### config.mk
export PLATFORM = sky130hd
export DESIGN_NAME = ssbf_back
export DESIGN_NICKNAME = d
export VERILOG_FILES = /design/src/rtl/ssbf_pkg.sv /design/src/rtl/ssbf_back.sv
export SDC_FILE = /design/constraint.sdc
export NUM_CORES = 1
export LEC_CHECK = 0
export BUFFER_PORTS_ARGS = -buffer_cell sky130_fd_sc_hd__buf_4
export CAP_MARGIN = 20
export CORE_MARGIN = 2
export CORE_UTILIZATION = 35
export DETAILED_ROUTE_END_ITERATION = 10
export PLACE_DENSITY_LB_ADDON = 0.15
export SLEW_MARGIN = 20
export SYNTH_ARGS = -nofsm -noshare
export SYNTH_HDL_FRONTEND = slang
export SYNTH_SLANG_ARGS = --single-unit
### constraint.sdc
create_clock -name i_clk -period 14.4 [get_ports i_clk]
set_input_delay 2.88 -clock i_clk [delete_from_list [all_inputs] [get_ports i_clk]]
set_output_delay 2.88 -clock i_clk [all_outputs]
set_load 0.005 [all_outputs]
### src/rtl/ssbf_pkg.sv
// ssbf_pkg: types, widths and constants shared by the significant bin finder.
// No dependencies; every other file in rtl/ refers to it by scoped names.
package ssbf_pkg;

    localparam int DATA_W       = 16;        // bin component width
    localparam int MAG_W        = 31;        // saturated squared magnitude
    localparam int RATIO_W      = 16;        // Q8.8 ratio
    localparam int M1_W         = MAG_W + RATIO_W;   // mag2 * ratio
    localparam int PROD_W       = M1_W + RATIO_W;    // mag2 * ratio^2
    localparam int IDX_W        = 12;        // reported index width
    localparam int ADDR_W       = 3;         // APB byte address
    localparam int QUEUE_DEPTH  = 8;         // words between front and back
    localparam int QLEVEL_W     = $clog2(QUEUE_DEPTH + 1);
    localparam int QPTR_W       = $clog2(QUEUE_DEPTH);
    localparam int FRONT_STAGES = 4;
    localparam int INFL_W       = $clog2(FRONT_STAGES + 1);
    localparam int MAX_BINS_DEFAULT = 4096;

    localparam logic [RATIO_W-1:0] DEFAULT_RATIO = 16'd25600;  // 100.0 in Q8.8
    localparam logic [MAG_W-1:0]   MAG_MAX       = {MAG_W{1'b1}};

    // register index, taken from paddr[2]
    localparam logic REG_THRESHOLD_RATIO = 1'b0;

    typedef struct packed {
        logic signed [DATA_W-1:0] real_part;
        logic signed [DATA_W-1:0] imag_part;
        logic                     frame_last;
    } t_bin;

    typedef struct packed {
        logic [IDX_W-1:0] strongest_bin;
        logic [IDX_W-1:0] significant_bin;
    } t_result;

    // word passed from front to back
    typedef struct packed {
        logic [MAG_W-1:0]  mag2;
        logic [PROD_W-1:0] prod;
        logic              last;
    } t_work;

    typedef struct packed {
        logic                empty;
        logic [QLEVEL_W-1:0] level;
    } t_q_stat;

    typedef struct packed {
        logic take;      // back consumes a queue word this cycle
        logic emit;      // that word closes a frame
    } t_back_stat;

endpackage

### src/rtl/ssbf_back.sv
// ssbf_back: frame state (counter, peak, indices) and the result register.
// Depends on ssbf_pkg. One queue word per cycle; a closing word waits for a free result slot.
module ssbf_back #(
    parameter int MAX_BINS = ssbf_pkg::MAX_BINS_DEFAULT
) (
    input  logic                 i_clk,
    input  logic                 i_rst_n,
    input  ssbf_pkg::t_work      i_work,
    input  ssbf_pkg::t_q_stat    i_qstat,
    input  logic                 i_pop,
    output ssbf_pkg::t_back_stat o_stat,
    output logic                 o_empty,
    output ssbf_pkg::t_result    o_result
);

    localparam int CW = $clog2(MAX_BINS);

    logic [CW-1:0]              r_cnt, r_strong, r_sig;
    logic [ssbf_pkg::MAG_W-1:0] r_peak;
    logic                       r_out_valid;
    ssbf_pkg::t_result          r_result;

    logic                       out_free, take, beats;
    logic [ssbf_pkg::MAG_W-1:0] n_peak;
    logic [CW-1:0]              n_strong, n_sig;
    logic [ssbf_pkg::PROD_W-1:0] thresh;

    assign out_free = !r_out_valid || i_pop;
    assign take     = !i_qstat.empty && (!i_work.last || out_free);
    assign beats    = i_work.mag2 > r_peak;
    assign n_peak   = beats ? i_work.mag2 : r_peak;
    assign n_strong = beats ? r_cnt : r_strong;
    // peak including this bin, scaled by 2^16 for the Q8.8 ratio squared
    assign thresh   = ssbf_pkg::PROD_W'({n_peak, 16'b0});
    assign n_sig    = (i_work.prod > thresh) ? r_cnt : r_sig;

    always_ff @(posedge i_clk) begin
        if (!i_rst_n) begin
            r_cnt       <= '0;
            r_peak      <= '0;
            r_strong    <= '0;
            r_sig       <= '0;
            r_out_valid <= 1'b0;
        end else begin
            if (take && i_work.last) begin
                r_cnt    <= '0;
                r_peak   <= '0;
                r_strong <= '0;
                r_sig    <= '0;
            end else if (take) begin
                r_peak   <= n_peak;
                r_strong <= n_strong;
                r_sig    <= n_sig;
                if (r_cnt < CW'(MAX_BINS - 1)) begin
                    r_cnt <= r_cnt + 1'b1;
                end
            end
            if (take && i_work.last) begin
                r_out_valid <= 1'b1;
            end else if (i_pop) begin
                r_out_valid <= 1'b0;
            end
        end
    end

    always_ff @(posedge i_clk) begin
        if (take && i_work.last) begin
            r_result.strongest_bin   <= ssbf_pkg::IDX_W'(n_strong);
            r_result.significant_bin <= ssbf_pkg::IDX_W'(n_sig);
        end
    end

    assign o_stat.take = take;
    assign o_stat.emit = take && i_work.last;
    assign o_empty     = !r_out_valid;
    assign o_result    = r_result;

endmodule

==> results.toml <==
[floorplan]
initial_core_util_pct = 35.8
rows = 46
fp.dieH_um = 132
die_area_um2 = 17400
core-area_um2 = 15900
die_x_um = 132
io_pins = 130

[logic_synthesis]
syn_inst = 588
yosysSeqAreaShare_pct = 36.4
synth_cell_types = 53
ys_ff_latch = 92
synth_ff_type = "dfxtp_1"
synthArstFlopShare_pct = 0
synth.cell_area_um2 = 5710
syn-num-nets = 754
synth_warnings = 0
syn_area_per_cell_um2 = 9.72
synth_edf_count = 24

[clocking]
cts_setup_buffers = 0
clockRootBuffer = "clkbuf_16"
cts_resized = 0
clk_path_buf_depth = 2
cts_buffers = 9
cts_tree = "done"
clkLatencyLatePin_ps = 350
hold_buffers = 0
cts_sinks = 92
htree_levels = 3
clk_pin_slew_ps = 70

[global_routing]
grt_usage_pct = 15.8
grt_max_degree = 62
grt_pass1_wl_um = 22100
grt_antenna_before_repair = 0
first_global_vias = 4550
grt-ovfl-total = 0

[timing]
final_max_slew_viol_count = 0
clock.fmax_mhz = 118
tightest_slew_ps = 1000
fin_tns_setup_ps = 0
fin_crit_ps = 8500
setup_viol = 0
rsz0062_at_grt = "no"
fin_crit_sh_pct = 59.0
hold_viol_final = 0
skew_ps = 8.24
relSlewSlack_pct = 32.9

[placement]
hpwlAfterDp_um = 10200
placed_cells = 907
gp_congestion = 0.813
portBuffers = 125

[setup_path]
crit_arrival_ps = 8580
crit_path_cell_trace = "buf_4 -> ha_1 -> nand4_1 -> nor4_1 -> a22oi_1 -> a21oi_4 -> buf_4 -> mux2_1 -> ha_1 -> nor4b_1 -> and4b_1 -> nor4b_2 -> a211oi_2 -> nor2_2 -> mux2_1"
worst-setup-path-type = "in2reg"
path_buf_inv = 2
critical_path.top_delay_family = "simple AND/OR/NAND/NOR gates"
worstPathRequired_ps = 14490
critPathLaunchType = "input port"
cpPeakStageDelay_ps = 840
crit_fanout = 22
slowest_stage = "a21oi_4"
worstSetupEndpointType = "flip-flop"

[cells_and_area]
final_cells = 923
layout-drive-gt1-share_pct = 24.3
diodes = 0
fin_nets = 868
area_growth_pct = 24.7

[power_and_ir_drop]
leakagePower_nw = 3.13
p_switching_w = 0.000187
p_int_w = 0.000460
pwr-share-clk_pct = 35.9
p_seq_share_pct = 43.1
power_frac_comb_pct = 20.9
p_sw_share_pct = 28.9
ir_drop_mv = 0.0611
p_per_area_nw_per_um2 = 90.7

[detailed_routing]
drt_first_pass_iters = 4
final_antenna_net_count = 0
drc = 0
wl_per_cell_um = 14.4
drtIter0Drc = 200
vias = 4556
wl_um = 13300
vias_per_cell = 4.94

[flow_run]
max_cap_viol_count = 0

[run_status]
status = "complete, no violations"

[worst_hold_path]
hold_path.class = "reg2reg"
## cells in the final DEF (no fill, tap or decap), types with 16 or more instances in the layout
cell type / instances
nand2_1: 116
inv_1: 39
edfxtp_1: 24
ha_1: 63
nand4_1: 16
buf_4: 129
a21oi_1: 21
dfxtp_1: 68
nor2_1: 19
mux2i_1: 86
## worst paths after layout
kind              slack, ps           end        start  cells after the start
setup / recovery       5900  o_result[10]   i_work[77]                     15
hold / removal          460   r_strong[8]  r_strong[8]                      2
setup reg to reg       8130  o_result[10]   r_peak[13]                     15
hold reg to reg         460   r_strong[8]  r_strong[8]                      2
## synthesized netlist by cell type (6+ instances only)
master	count	area, um2
nand2_1	116	435
nand4_1	16	100
mux2i_1	86	861
xor2_1	9	78.8
buf_2	9	45.0
mux2_1	15	169
inv_1	39	146
ha_1	63	788
nand3_1	6	30.0
edfxtp_1	24	721
nor2_1	19	71.3
mux2_4	10	150
clkbuf_1	12	45.0
a21oi_1	23	115
dfxtp_1	68	1360
## metal layers
metal	up-vias	track usage, %	routed length [um]
li1	2319	-	-
met1	2124	20.3	6310
met2	101	26.6	6200
met3	12	3.69	621
met4	0	4.05	176
met5	-	0	0
## kinds of logic after synthesis
family                   after synthesis  synth area share (%)
multiplexers                         111                  20.7
buffers and inverters                 66                  5.06
flip-flops                            92                  36.4
AND/OR/NAND/NOR                      191                  16.3
XOR/XNOR                              11                  1.69
AO/OA/AOI/OAI                         54                  6.02
adder cells (fa/ha/maj)               63                  13.8
## power groups by stage
stage               registers [W]   logic, W  clock network [W]
floorplan                0.000284  0.0000841                  0
global placement         0.000284   0.000133                  0
detailed placement       0.000285   0.000137                  0
CTS                      0.000279   0.000138           0.000239
global route             0.000280   0.000152           0.000252
finish                   0.000279   0.000135           0.000232
## sequential cells by signal, summed over array words and instances (netlist names)
| name | cells |
|---|---|
| o_result | 24 |
| r_cnt | 12 |
| r_out_valid | 1 |
| r_peak | 31 |
| r_sig | 12 |
| r_strong | 12 |
## area by class of cell
class / instances / area, um2
Fill cell: 1566 / 8820
Multi-Input combinational cell: 430 / 3370
Sequential cell: 92 / 2080
Timing Repair Buffer: 129 / 968
Tap cell: 216 / 270
Clock buffer: 9 / 225
Inverter: 40 / 150
Clock inverter: 7 / 65.1
## tightest hold or removal path, cell delays in order (launching register included)
cell     delay (ps)
dfxtp_1         310
nand2_1          50
mux2i_1          50
## through the flow
step                      power, W  area [um2]  hold slack (ps)  setup slack, ps  utilization, %
after floorplan           0.000368        5710              436             7400               -
after global placement    0.000418        6840              444             5500            42.9
after detailed placement  0.000422        6840              450             5490            42.9
after CTS                 0.000656        7130              465             5850            44.7
after global routing      0.000684        7130              482             5520            44.7
final                     0.000647        7130              463             5900            44.7
Note: power is estimated with default switching activity, not from simulation.
