**config.mk**
```make
export PLATFORM = sky130hd
export DESIGN_NAME = ssbf_front
export DESIGN_NICKNAME = d
export VERILOG_FILES = /design/src/rtl/ssbf_pkg.sv /design/src/rtl/ssbf_front.sv
export SDC_FILE = /design/constraint.sdc
export NUM_CORES = 2
export LEC_CHECK = 0
export ABC_AREA = 1
export ABC_CLOCK_PERIOD_IN_PS = 15500
export BUFFER_PORTS_ARGS = -buffer_cell sky130_fd_sc_hd__clkbuf_2
export CAP_MARGIN = 25
export CORE_ASPECT_RATIO = 1.2
export CORE_UTILIZATION = 60
export DETAILED_ROUTE_END_ITERATION = 10
export GPL_ROUTABILITY_DRIVEN = 0
export PLACE_DENSITY = 0.77
export SYNTH_ARGS = -nofsm -noshare
export SYNTH_HDL_FRONTEND = slang
export SYNTH_SLANG_ARGS = --single-unit
```
**constraint.sdc**
```tcl
create_clock -name i_clk -period 15.5 [get_ports i_clk]
set_clock_uncertainty 0.05 [all_clocks]
set_input_delay 2.325 -clock i_clk [delete_from_list [all_inputs] [get_ports i_clk]]
set_output_delay 2.325 -clock i_clk [all_outputs]
set_load 0.01 [all_outputs]
```
**src/rtl/ssbf_pkg.sv**
```systemverilog
// ssbf_pkg: types, widths and constants shared by the significant bin finder.
// No dependencies; every other file in rtl/ refers to it by scoped names.
package ssbf_pkg;

    localparam int DATA_W       = 16;        // bin component width
    localparam int MAG_W        = 31;        // saturated squared magnitude
    localparam int RATIO_W      = 16;        // Q8.8 ratio
    localparam int M1_W         = MAG_W + RATIO_W;   // mag2 * ratio
    localparam int PROD_W       = M1_W + RATIO_W;    // mag2 * ratio^2
    localparam int IDX_W        = 12;        // reported index width
    localparam int ADDR_W       = 3;         // APB byte address
    localparam int QUEUE_DEPTH  = 8;         // words between front and back
    localparam int QLEVEL_W     = $clog2(QUEUE_DEPTH + 1);
    localparam int QPTR_W       = $clog2(QUEUE_DEPTH);
    localparam int FRONT_STAGES = 4;
    localparam int INFL_W       = $clog2(FRONT_STAGES + 1);
    localparam int MAX_BINS_DEFAULT = 4096;

    localparam logic [RATIO_W-1:0] DEFAULT_RATIO = 16'd25600;  // 100.0 in Q8.8
    localparam logic [MAG_W-1:0]   MAG_MAX       = {MAG_W{1'b1}};

    // register index, taken from paddr[2]
    localparam logic REG_THRESHOLD_RATIO = 1'b0;

    typedef struct packed {
        logic signed [DATA_W-1:0] real_part;
        logic signed [DATA_W-1:0] imag_part;
        logic                     frame_last;
    } t_bin;

    typedef struct packed {
        logic [IDX_W-1:0] strongest_bin;
        logic [IDX_W-1:0] significant_bin;
    } t_result;

    // word passed from front to back
    typedef struct packed {
        logic [MAG_W-1:0]  mag2;
        logic [PROD_W-1:0] prod;
        logic              last;
    } t_work;

    typedef struct packed {
        logic                empty;
        logic [QLEVEL_W-1:0] level;
    } t_q_stat;

    typedef struct packed {
        logic take;      // back consumes a queue word this cycle
        logic emit;      // that word closes a frame
    } t_back_stat;

endpackage

```
**src/rtl/ssbf_front.sv**
```systemverilog
// ssbf_front: four-stage magnitude and ratio product pipeline.
// Depends on ssbf_pkg. Never stalls; the top level grants entry by credit.
module ssbf_front (
    input  logic                         i_clk,
    input  logic                         i_rst_n,
    input  logic                         i_accept,
    input  ssbf_pkg::t_bin               i_bin,
    input  logic [ssbf_pkg::RATIO_W-1:0] i_ratio,
    output logic                         o_valid,
    output ssbf_pkg::t_work              o_work,
    output logic [ssbf_pkg::INFL_W-1:0]  o_inflight
);

    logic                         r_v1, r_v2, r_v3, r_v4;
    logic                         r_l1, r_l2, r_l3, r_l4;
    logic [ssbf_pkg::MAG_W-1:0]   r_sq_re, r_sq_im;
    logic [ssbf_pkg::MAG_W-1:0]   r_mag2, r_mag3, r_mag4;
    logic [ssbf_pkg::M1_W-1:0]    r_m1;
    logic [ssbf_pkg::PROD_W-1:0]  r_prod;

    logic signed [2*ssbf_pkg::DATA_W-1:0] sq_re, sq_im;
    logic [ssbf_pkg::MAG_W:0]             sum;
    logic [ssbf_pkg::MAG_W-1:0]           mag_sat;

    assign sq_re   = i_bin.real_part * i_bin.real_part;
    assign sq_im   = i_bin.imag_part * i_bin.imag_part;
    assign sum     = {1'b0, r_sq_re} + {1'b0, r_sq_im};
    // only both parts at full negative scale reach 2^31
    assign mag_sat = sum[ssbf_pkg::MAG_W] ? ssbf_pkg::MAG_MAX : sum[ssbf_pkg::MAG_W-1:0];

    always_ff @(posedge i_clk) begin
        if (!i_rst_n) begin
            r_v1 <= 1'b0;
            r_v2 <= 1'b0;
            r_v3 <= 1'b0;
            r_v4 <= 1'b0;
        end else begin
            r_v1 <= i_accept;
            r_v2 <= r_v1;
            r_v3 <= r_v2;
            r_v4 <= r_v3;
        end
    end

    always_ff @(posedge i_clk) begin
        r_sq_re <= sq_re[ssbf_pkg::MAG_W-1:0];
        r_sq_im <= sq_im[ssbf_pkg::MAG_W-1:0];
        r_l1    <= i_bin.frame_last;
        r_mag2  <= mag_sat;
        r_l2    <= r_l1;
        r_m1    <= ssbf_pkg::M1_W'(r_mag2 * i_ratio);
        r_mag3  <= r_mag2;
        r_l3    <= r_l2;
        r_prod  <= ssbf_pkg::PROD_W'(r_m1 * i_ratio);
        r_mag4  <= r_mag3;
        r_l4    <= r_l3;
    end

    assign o_valid      = r_v4;
    assign o_work.mag2  = r_mag4;
    assign o_work.prod  = r_prod;
    assign o_work.last  = r_l4;
    assign o_inflight   = ssbf_pkg::INFL_W'(r_v1) + ssbf_pkg::INFL_W'(r_v2)
                        + ssbf_pkg::INFL_W'(r_v3) + ssbf_pkg::INFL_W'(r_v4);

endmodule

```
==> results_dict.tcl <==
set metrics [dict create \
    avgSynthCellArea_um2 7.525 \
    synth-seq-cells 271 \
    critPathRequiredTime_ns 15.97 \
    port_buffers 150 \
    stdcell_area_mm2 0.07201 \
    dpl.cell_count 10539 \
    multi_input_area_mm2 0.05163 \
    max_freq_mhz 117.7 \
    die_w_um 311.9 \
    pin_count 151 \
    grt_pass1_vias 61503 \
    core_area_mm2 0.1144 \
    synth_nets 11189 \
    cts-root-buf "clkbuf_16" \
    maxSlewViolCount 0 \
    cts_hold_buf 0 \
    max_slew_margin_pct 22.28 \
    viasPerCell 5.329 \
    cts_buffers 31 \
    min_from "r_l3$_DFF_P_" \
    finalSetupTns_ns 0 \
    hp-class "flip-flop to flip-flop" \
    post_drt_wl_per_cell_um 17.25 \
    clock_latency_ns 0.65 \
    grt_max_degree 79 \
    final_nets 11057 \
    async_flop_share_pct 0 \
    syn_area_mm2 0.06916 \
    clock_path_buffers 3 \
    grt_setup_unrepaired "false" \
    die_h_um 373.9 \
    reg2reg_depth 20 \
    cts_tree "done" \
    ys_types 39 \
    first_pass_iters 11 \
    grt_first_pass_wirelength_um 304600 \
    seq_area_frac_synth_pct 7.845 \
    grt.overflow.total 0 \
    n_fill_cell 9914 \
    netlist_instances 9190 \
    maxCapViolCount 0 \
    postRouteAntennaNets 0 \
    arrival_ns 8.97 \
    hpwlAfterDp_um 146000 \
    regArea_mm2 0.005425 \
    max_slew.worst_pin.slew_ns 1.166 \
    hold_violations 0 \
    num_vias 56480 \
    finalCritPeriodShare_pct 54.82 \
    postCtsSetupRepairBufs 0 \
    area_delta_synth_final_pct 4.127 \
    post_cts_resized 0 \
    drt-initial-drc-count 4313 \
    synth_area_leaders "fa_1, inv_1, nand2_1, ha_1, dfxtp_1" \
    num_rows 136 \
    clk_pin_slew_worst_paths_ns 0.06 \
    holdPathStages 0 \
    clock_sinks 271 \
    synth_ff_type "dfxtp_1" \
    critical_path.max_fanout 45 \
    htreeDepth 1 \
    end_kind "flip-flop" \
    yosys_warnings 0 \
    start_kind "input pin" \
    drive_gt1_share_pct 3.116 \
    die_area_mm2 0.1166 \
    antenna_found_initial 4 \
    yosysTopAreaCell "fa_1" \
    synth_edf_count 0 \
    drc 2 \
    violations "design-rule violations" \
    grt_usage_pct 32.71 \
    diodes 0 \
    place_area_mm2 0.07078 \
    initial_core_util_pct 60.48 \
    critical_path_class "input pin to flip-flop" \
    r2r-start "r_m1[41]$_DFF_P_" \
    status "finished, violations left" \
    finalWirelength_um 182800 \
    synth_top_area_share_pct 43.39 \
    fin_cells 10599 \
    finalCriticalPeriod_ns 8.497 \
    setup_violations 0 \
    crit_start "i_ratio[6]" \
]
## synth_stat cells (6+ instances only)
cell	n
o21bai_1	35
nor2_2	6
nor2_1	277
a21oi_1	203
inv_1	2856
a21o_1	12
nand4_1	67
nand3_1	204
ha_1	448
fa_1	1499
nor3_1	41
a21boi_0	8
nor4_1	7
or2_2	8
dfxtp_1	271
nand2_1	2635
xnor2_1	39
clkbuf_1	356
xor2_1	98
o21ai_0	78
## final timing paths
check                       endpoint  slack [ns]
setup / recovery  r_prod[54]$_DFF_P_        7.00
hold / removal          r_l4$_DFF_P_        0.27
setup reg to reg  r_prod[44]$_DFF_P_        9.05
hold reg to reg         r_l4$_DFF_P_        0.27
## cell usage in the layout, fill, tap and decap left out, drive strengths merged
| cell | synthesis | routed |
|---|---|---|
| o211ai | 1 | 1 |
| o21ai | 85 | 85 |
| clkinv | 0 | 9 |
| nor3 | 43 | 43 |
| buf | 5 | 61 |
| inv | 2856 | 2866 |
| xor2 | 98 | 98 |
| clkbuf | 356 | 168 |
| nand3 | 208 | 208 |
| ha | 448 | 448 |
| a21o | 12 | 12 |
| nor4 | 7 | 7 |
| nand4 | 67 | 67 |
| dfxtp | 271 | 271 |
| xnor2 | 39 | 39 |
| nor2 | 283 | 283 |
| nand2 | 2639 | 2639 |
| bufinv | 0 | 4 |
| nand3b | 4 | 4 |
| o21bai | 36 | 36 |
| o21a | 2 | 2 |
| nand2b | 2 | 2 |
| and3 | 4 | 4 |
| and2 | 2 | 2 |
| a21oi | 205 | 205 |
| a21boi | 8 | 8 |
| or2 | 8 | 8 |
| o31ai | 2 | 2 |
| fa | 1499 | 1499 |
## sequential cells by signal, summed over array words and instances (netlist names)
register	flops
r_mag4	31
r_l2	1
r_mag2	31
r_l4	1
r_sq_im	30
r_v1	1
r_l3	1
r_v2	1
r_l1	1
r_prod	63
r_mag3	31
r_sq_re	30
r_m1	47
o_valid	1
r_v3	1
## per-layer routing
| metal | part of all wire, % | GRT usage, % |
|---|---|---|
| met4 | 6.8 | 18.46 |
| met2 | 50 | 58.48 |
| met3 | 8.1 | 4.224 |
| met1 | 35 | 37.65 |
| met5 | 0.021 | 0 |
## metrics by stage
stage,utilization (%),hold WS (ns),worst slack [ns]
after floorplan,-,0.2596,7.811
after global placement,61.85,0.2626,6.637
after detailed placement,61.90,0.2621,6.563
after CTS,62.88,0.2772,7.237
after global routing,62.97,0.2855,6.813
final,62.97,0.2750,7.003
## kinds of logic (layout without fill, tap and decap cells)
family,count (synthesis),count (layout),share of synthesized area (%)
and+or+nand+nor,3267,3267,18.61
AOI/OAI and AO/OA,351,351,2.810
xor gates and xnor gates,137,137,1.735
buffers and inverters,3217,3108,17.50
DFF,271,271,7.845
adders and majority gates,1947,1947,51.50
## cell type report
| class | count | area share [%] |
|---|---|---|
| inverters | 2856 | 14.89 |
| repair buffers | 196 | 1.689 |
| well taps | 1518 | 2.638 |
| clock buffers | 33 | 1.115 |
| multi-input cells | 5702 | 71.70 |
| clock inverters | 23 | 0.4396 |
| flip-flops and latches | 271 | 7.534 |
## critical path, stage by stage
cell and delay, ns:
buf_2 0.64, buf_4 0.68, nand2_1 0.16, inv_1 0.12
fa_1 0.42, inv_1 0.08, fa_1 0.44, fa_1 0.52
inv_1 0.06, fa_1 0.50, fa_1 0.51, inv_1 0.06
fa_1 0.56, inv_1 0.06, ha_1 0.39, nand2_1 0.13
nor2_1 0.26, nand2_1 0.16, inv_1 0.11, nand4_1 0.09
nand3_1 0.22, nand3_1 0.19, nand3_1 0.13, nand2_1 0.08
Power is left out: the tool's default activity adds up to more than one toggle a clock period on the data nets, which glitch-free logic cannot reach.
