[src/rtl/ssbf_pkg.sv]
// ssbf_pkg: types, widths and constants shared by the significant bin finder.
// No dependencies; every other file in rtl/ refers to it by scoped names.
package ssbf_pkg;

    localparam int DATA_W       = 16;        // bin component width
    localparam int MAG_W        = 31;        // saturated squared magnitude
    localparam int RATIO_W      = 16;        // Q8.8 ratio
    localparam int M1_W         = MAG_W + RATIO_W;   // mag2 * ratio
    localparam int PROD_W       = M1_W + RATIO_W;    // mag2 * ratio^2
    localparam int IDX_W        = 12;        // reported index width
    localparam int ADDR_W       = 3;         // APB byte address
    localparam int QUEUE_DEPTH  = 8;         // words between front and back
    localparam int QLEVEL_W     = $clog2(QUEUE_DEPTH + 1);
    localparam int QPTR_W       = $clog2(QUEUE_DEPTH);
    localparam int FRONT_STAGES = 4;
    localparam int INFL_W       = $clog2(FRONT_STAGES + 1);
    localparam int MAX_BINS_DEFAULT = 4096;

    localparam logic [RATIO_W-1:0] DEFAULT_RATIO = 16'd25600;  // 100.0 in Q8.8
    localparam logic [MAG_W-1:0]   MAG_MAX       = {MAG_W{1'b1}};

    // register index, taken from paddr[2]
    localparam logic REG_THRESHOLD_RATIO = 1'b0;

    typedef struct packed {
        logic signed [DATA_W-1:0] real_part;
        logic signed [DATA_W-1:0] imag_part;
        logic                     frame_last;
    } t_bin;

    typedef struct packed {
        logic [IDX_W-1:0] strongest_bin;
        logic [IDX_W-1:0] significant_bin;
    } t_result;

    // word passed from front to back
    typedef struct packed {
        logic [MAG_W-1:0]  mag2;
        logic [PROD_W-1:0] prod;
        logic              last;
    } t_work;

    typedef struct packed {
        logic                empty;
        logic [QLEVEL_W-1:0] level;
    } t_q_stat;

    typedef struct packed {
        logic take;      // back consumes a queue word this cycle
        logic emit;      // that word closes a frame
    } t_back_stat;

endpackage

[src/rtl/ssbf_queue.sv]
// ssbf_queue: short FIFO of work words between front and back.
// Depends on ssbf_pkg. Depth set by ssbf_pkg::QUEUE_DEPTH.
module ssbf_queue (
    input  logic              i_clk,
    input  logic              i_rst_n,
    input  logic              i_push,
    input  ssbf_pkg::t_work   i_work,
    input  logic              i_pop,
    output ssbf_pkg::t_work   o_work,
    output ssbf_pkg::t_q_stat o_stat
);

    ssbf_pkg::t_work                r_mem [ssbf_pkg::QUEUE_DEPTH];
    logic [ssbf_pkg::QPTR_W-1:0]    r_wr, r_rd;
    logic [ssbf_pkg::QLEVEL_W-1:0]  r_level;
    logic                           do_pop;

    assign do_pop = i_pop && (r_level != '0);

    always_ff @(posedge i_clk) begin
        if (!i_rst_n) begin
            r_wr    <= '0;
            r_rd    <= '0;
            r_level <= '0;
        end else begin
            if (i_push) begin
                r_wr <= (r_wr == ssbf_pkg::QPTR_W'(ssbf_pkg::QUEUE_DEPTH - 1)) ? '0 : r_wr + 1'b1;
            end
            if (do_pop) begin
                r_rd <= (r_rd == ssbf_pkg::QPTR_W'(ssbf_pkg::QUEUE_DEPTH - 1)) ? '0 : r_rd + 1'b1;
            end
            case ({i_push, do_pop})
                2'b10:   r_level <= r_level + 1'b1;
                2'b01:   r_level <= r_level - 1'b1;
                default: r_level <= r_level;
            endcase
        end
    end

    always_ff @(posedge i_clk) begin
        if (i_push) begin
            r_mem[r_wr] <= i_work;
        end
    end

    assign o_work       = r_mem[r_rd];
    assign o_stat.empty = (r_level == '0);
    assign o_stat.level = r_level;

endmodule

[config.mk]
export PLATFORM = sky130hd
export DESIGN_NAME = ssbf_queue
export DESIGN_NICKNAME = d
export VERILOG_FILES = /design/src/rtl/ssbf_pkg.sv /design/src/rtl/ssbf_queue.sv
export SDC_FILE = /design/constraint.sdc
export NUM_CORES = 1
export LEC_CHECK = 0
export ABC_AREA = 1
export BUFFER_PORTS_ARGS = -buffer_cell sky130_fd_sc_hd__buf_2
export CORE_ASPECT_RATIO = 1.75
export CORE_MARGIN = 10
export CORE_UTILIZATION = 55
export DETAILED_ROUTE_END_ITERATION = 16
export MAX_ROUTING_LAYER = met4
export PLACE_DENSITY = 0.73
export SLEW_MARGIN = 5
export SYNTH_ARGS = -nofsm -noshare
export SYNTH_HDL_FRONTEND = slang
export SYNTH_SLANG_ARGS = --single-unit
[constraint.sdc]
create_clock -name i_clk -period 6.49 [get_ports i_clk]
set_input_delay 0.649 -clock i_clk [delete_from_list [all_inputs] [get_ports i_clk]]
set_output_delay 0.649 -clock i_clk [all_outputs]
set_load 0.1 [all_outputs]
==> results.py, run 1 <==
metrics = {
    "outcome": {
        "status": "finished clean",
    },
    "yosys": {
        "synth_top_family_by_area": "simple AND/OR/NAND/NOR gates",
        "synthCells": 2227,
        "syn_area_per_cell_um2": 13.5,
        "synthSimpleGateAreaFrac_pct": 8.80,
        "yosys-top-cells-area": "edfxtp_1 76%, o21ai_0 5.5%, nor2_1 5.0%",
        "synth_edf_count": 760,
        "synth_top_area_share_pct": 75.8,
        "yosysUniqueCellTypes": 23,
        "syn_area_mm2": 0.0301,
        "synthMuxAreaShare_pct": 3.16,
        "synth.most_common_cell": "edfxtp_1",
        "synthFlopType": "edfxtp_1",
        "synth_compound_area_share_pct": 8.58,
        "synth_adder_area_share_pct": 0.291,
        "async_flop_share_pct": 0,
        "synth_warnings": 0,
        "ys_seq_area_share_pct": 76.7,
        "synth-seq-cells": 773,
        "synth_nets": 2333,
        "synth_commonest_cells": "760 x edfxtp_1, 399 x nor2_1, 331 x o21ai_0",
        "synth_top_cell_by_area": "edfxtp_1",
        "synth_xor_xnor_area_share_pct": 0.0582,
    },
    "timing": {
        "slew_violations": 0,
        "worst_slew_margin_rel_pct": 14.8,
        "finalCritPeriodShare_pct": 69.6,
        "period_minus_slack_ps": 4520,
        "fmax_mhz": 221,
        "worst_pin_slew_ps": 1280,
        "finalClockSkew_ps": 24.6,
        "setup_viol": 0,
        "final_hold_viol_count": 0,
        "hold_ws_ps": 312,
        "fin_setup_tns_ps": 0,
        "layout_setup_ws_ps": 1970,
        "rsz0062_at_grt": "no",
    },
    "worst_setup_path": {
        "path_cells": "buf_4 > buf_4 > o21ai_0 > o22ai_1 > nand2_1 > nand2_1 > buf_2",
        "path_class": "flop to output pin",
        "critPathArrivalTime_ps": 3870,
        "crit_slowest_cell": "buf_4",
        "crit_fanout": 75,
        "critPathCaptureType": "output pin",
        "crit_required_ps": 5840,
        "start_kind": "flop",
        "critical_path.max_stage_delay_ps": 800,
    },
    "clock_network": {
        "cts_buffer_depth": 3,
        "root_buffer": "clkbuf_16",
        "clk_latency_ps": 590,
        "holdBufCountCts": 0,
        "cts_resized": 0,
        "tritoncts": "built",
        "post-cts-setup-buffers": 0,
        "cts_made_buffers": 66,
        "cts.sinks": 773,
        "clkTransAtPathRegs_ps": 70,
        "htree_levels": 3,
    },
    "placed_design": {
        "dp_cells": 3003,
        "port_buffers": 198,
        "dp_hpwl_mm": 36.8,
        "gp_congestion": 0.770,
        "dp_slack_ps": 2610,
    },
    "routing": {
        "viasPerCell": 5.78,
        "wirelength_mm": 68.2,
        "via_count": 18100,
        "ant_nets": 0,
        "drtIter0Drc": 1700,
        "dr.pass1.iters": 7,
        "drc_errors": 0,
        "avgRoutedWirePerCell_um": 21.8,
    },
    "floorplanning": {
        "die-area_mm2": 0.0648,
        "dieHeight_um": 329,
        "top_level_ports": 199,
        "placeableCoreArea_mm2": 0.0543,
        "die_w_um": 197,
        "start_util_pct": 55.4,
        "row_count": 113,
    },
    "global_routing": {
        "grt_pass1_wl_mm": 104,
        "antenna_found_initial": 13,
        "grt_pass1_vias": 18500,
        "grt_max_degree": 235,
        "grt_overflow_total": 0,
        "track_usage_pct": 21.4,
    },
    "power": {
        "cellPowerDensity_mw_per_mm2": 470,
        "ir_drop_mv": 0.455,
        "power.leakage_uw": 0.0116,
        "total_power_uw": 15800,
    },
    "layout": {
        "fillers": 4019,
        "nets": 2487,
        "layoutNonFillerInstCount": 3135,
        "syn_to_final_growth_pct": 11.8,
        "drive_gt1_share_pct": 13.1,
    },
    "run": {
        "maxCapViolCount": 0,
    },
    "min_path": {
        "hold_class": "input port to flop",
    },
}
==> where the power goes <==
part           total (uW)  internal (uW)  switching [uW]
Sequential           5790           5650             139
Combinational        6330           1090            5240
Clock                3700           2010            1700
Total               15800           8750            7070
==> layer usage <==
layer	routed length (um)	part of all wire (%)	GRT usage, %	vias to the layer above
li1	-	-	-	8409
met3	4130	6.0	3.81	115
met2	35300	52	36.8	574
met4	1690	2.5	7.48	0
met1	27100	40	25.0	9023
met5	0	0	-	-
==> final timing paths <==
| kind | cells after the start | startpoint | slack, ps | to |
|---|---|---|---|---|
| setup / recovery | 7 | flop | 1970 | o_work[14] |
| hold / removal | 1 | i_work[20] | 310 | r_mem[0][20] |
| setup reg to reg | 3 | r_wr[0] | 3790 | r_mem[0][34] |
| hold reg to reg | 2 | r_rd[2] | 500 | flop |
==> cells in the final DEF, fill, tap and decap left out, types with 8 or more instances in the layout <==
cell type	n
clkinv_1	22
edfxtp_1	760
clkbuf_1	13
dfxtp_1	10
mux2i_1	95
a21oi_1	8
o22ai_1	95
diode_2	14
nor2_4	8
buf_4	19
nor2_1	391
o21ai_1	58
buf_2	198
inv_1	17
nand2_1	298
o21ai_0	331
clkbuf_16	66
clkinv_2	8
==> kinds of logic after synthesis <==
group	after synthesis
XOR/XNOR	2
adder cells (fa/ha/maj)	7
buffers and inverters	155
multiplexers	95
flip-flops	773
AO/OA/AOI/OAI	492
AND/OR/NAND/NOR	703
==> stage by stage <==
stage	util [%]	cell area, um^2
floorplan	-	30100
global placement	58.2	31600
detailed placement	58.2	31600
CTS	61.9	33600
global route	62.0	33600
finish	62.0	33600
==> cell type report <==
class	instances	area, um^2	area share [%]
Timing Repair Buffer	222	1230	3.67
Multi-Input combinational cell	1299	6350	18.9
Inverter	19	80.1	0.238
Tap cell	690	863	2.57
Sequential cell	773	23100	68.6
Antenna cell	14	35.0	0.104
Clock buffer	79	1700	5.05
Clock inverter	39	290	0.863
==> worst max-delay path: cells and delay by family, from the launching register on <==
| family | cells | cell delay, ps |
|---|---|---|
| flops | 1 | 480 |
| compound gates | 2 | 470 |
| buf+inv | 3 | 1950 |
| simple gates | 2 | 240 |
==> sequential cells by signal, indices dropped and copies added (netlist names), named ones only <==
register,cells
r_rd,3
r_level,4
r_wr,3
r_mem,760
Power figures use the tool's default switching activity.
==> run 2: changes to the inputs <==
--- a/config.mk
+++ b/config.mk
@@ -9,10 +9,10 @@
 export BUFFER_PORTS_ARGS = -buffer_cell sky130_fd_sc_hd__buf_2
 export CORE_ASPECT_RATIO = 1.75
 export CORE_MARGIN = 10
-export CORE_UTILIZATION = 55
+export CORE_UTILIZATION = 54
 export DETAILED_ROUTE_END_ITERATION = 16
 export MAX_ROUTING_LAYER = met4
-export PLACE_DENSITY = 0.73
+export PLACE_DENSITY = 0.75
 export SLEW_MARGIN = 5
 export SYNTH_ARGS = -nofsm -noshare
 export SYNTH_HDL_FRONTEND = slang
==> constraint.sdc (replaced) <==
create_clock -name i_clk -period 3.68 [get_ports i_clk]
set_input_delay 0.368 -clock i_clk [delete_from_list [all_inputs] [get_ports i_clk]]
set_output_delay 0.368 -clock i_clk [all_outputs]
set_load 0.1 [all_outputs]
==> run 2 against run 1 <==
Against the previous run:
- clock-buffer cell count up 4
- critical path depth decreased by 1
- worst setup slack worse by 1600 ps
- non-clock buffer count increased by 19
- sequential share of layout area shrank 0.74 points
- final area grew 1.1%
- combinational power increased by 80%
- sequential power is 76% higher
- final cell count rose by 0.70%
==> results.py, run 2 (synthesized netlist as in run 1, its figures left out) <==
metrics = {
    "outcome": {
        "status": "finished clean",
    },
    "global_routing": {
        "grt_pass1_wl_mm": 103,
        "grt_max_degree": 103,
        "grt_pass1_vias": 18500,
        "track_usage_pct": 20.7,
        "grt_overflow_total": 0,
        "antenna_found_initial": 14,
    },
    "power": {
        "ir_drop_mv": 1.21,
        "power.leakage_uw": 0.0118,
        "cellPowerDensity_mw_per_mm2": 826,
    },
    "worst_setup_path": {
        "start_kind": "flop",
        "critical_path.max_stage_delay_ps": 910,
        "crit_fanout": 70,
        "path_cells": "buf_4 > o21ai_0 > o22ai_1 > nand2_1 > nand2_1 > buf_2",
        "critPathCaptureType": "output pin",
        "cp_common_cell": "nand2_1",
        "critPathBufInv": 2,
        "critPathArrivalTime_ps": 2930,
        "critPathTopFamily": "flip-flops",
        "path_class": "flop to output pin",
        "crit_slowest_cell": "dfxtp_4",
        "crit_required_ps": 3310,
    },
    "placed_design": {
        "dp_hpwl_mm": 36.7,
        "port_buffers": 198,
        "gp_congestion": 0.792,
        "dp_cells": 3028,
        "dp_slack_ps": 943,
    },
    "layout": {
        "top_register": "r_mem",
        "layout_common_cells": "760 x edfxtp_1, 391 x nor2_1, 331 x o21ai_0",
        "multi_input_area_mm2": 0.00635,
        "postLayoutCoreUtil_pct": 61.6,
        "syn_to_final_growth_pct": 13.0,
        "layoutNonFillerInstCount": 3157,
        "largest_reg_flops": 760,
        "fillers": 4094,
        "nets": 2506,
        "seq_area_mm2": 0.0231,
        "drive_gt1_share_pct": 13.9,
        "final_common_cell": "edfxtp_1",
        "top_regs": "r_mem: 760 flops, r_level: 4 flops",
    },
    "routing": {
        "drtIter0Drc": 1640,
        "avgRoutedWirePerCell_um": 21.5,
        "drc_errors": 0,
        "viasPerCell": 5.78,
        "wirelength_mm": 67.8,
        "dr.pass1.iters": 6,
        "ant_nets": 0,
        "via_count": 18200,
    },
    "timing": {
        "setup_viol": 0,
        "rsz0062_at_grt": "no",
        "worst_slew_margin_rel_pct": 41.3,
        "fmax_mhz": 303,
        "slew_violations": 0,
        "worst_pin_slew_ps": 881,
        "finalClockSkew_ps": 19.4,
        "finalCritPeriodShare_pct": 89.7,
        "fin_setup_tns_ps": 0,
        "layout_setup_ws_ps": 378,
        "final_hold_viol_count": 0,
        "period_minus_slack_ps": 3300,
    },
    "min_path": {
        "hold_class": "input port to flop",
    },
    "floorplanning": {
        "dieHeight_um": 332,
        "placeableCoreArea_mm2": 0.0552,
        "row_count": 114,
        "top_level_ports": 199,
        "die-area_mm2": 0.0659,
        "start_util_pct": 54.5,
        "die_w_um": 198,
    },
    "clock_network": {
        "cts_buffer_depth": 3,
        "post-cts-setup-buffers": 0,
        "tritoncts": "built",
        "cts_resized": 0,
        "cts_made_buffers": 66,
        "cts.sinks": 773,
        "htree_levels": 3,
        "holdBufCountCts": 0,
        "clk_latency_ps": 580,
        "root_buffer": "clkbuf_16",
        "clkTransAtPathRegs_ps": 60,
    },
    "run": {
        "maxCapViolCount": 0,
    },
}
-- run 2: changes by cell type in the layout (fill, tap and decap cells not counted), moves of 2 or more --
cell	before	now
buf_12	5	23
clkbuf_16	66	69
clkinv_1	22	17
clkinv_2	8	10
inv_6	4	2
-- run 2: path summary, 6_finish.rpt --
| kind | startpoint | end | slack, ps | depth (start not counted) |
|---|---|---|---|---|
| worst min-delay path | i_work[7] | r_mem[7][7] | 40 | 1 |
| worst max register to register | r_wr[0] | r_mem[1][68] | 1480 | 3 |
| worst min register to register | r_rd[1] | flop | 510 | 2 |
| worst max-delay path | flop | o_work[86] | 380 | 6 |
-- run 2: through the flow --
step                      total power (uW)  hold WS, ps  cell area (um^2)
final                                28100         44.9             34000
after detailed placement             21800          501             32000
after floorplan                      19400          467             30100
after global placement               21600          485             32000
after CTS                            28300         3.02             34000
after global routing                 29300         30.9             34000
-- run 2: power breakdown --
group | internal, uW | total (uW) | leakage, uW | switching (uW)
Clock | 3570 | 6510 | 0.000972 | 2930
Sequential | 9960 | 10200 | 0.00701 | 281
Combinational | 2110 | 11400 | 0.00378 | 9240
Total | 15600 | 28100 | 0.0118 | 12500
-- run 2: layer usage --
layer / routed length [um] / track usage (%)
met1: 26600 / 24.0
met4: 1910 / 8.24
met3: 4440 / 3.90
met2: 34800 / 34.8
met5: 0 / -
-- run 2: final cells by class --
type,instances,share of cell area [%]
Clock buffer,83,5.23
Tap cell,696,2.56
Clock inverter,32,0.603
Timing Repair Buffer,241,4.71
Multi-Input combinational cell,1299,18.7
Inverter,19,0.235
Antenna cell,14,0.103
Sequential cell,773,67.9
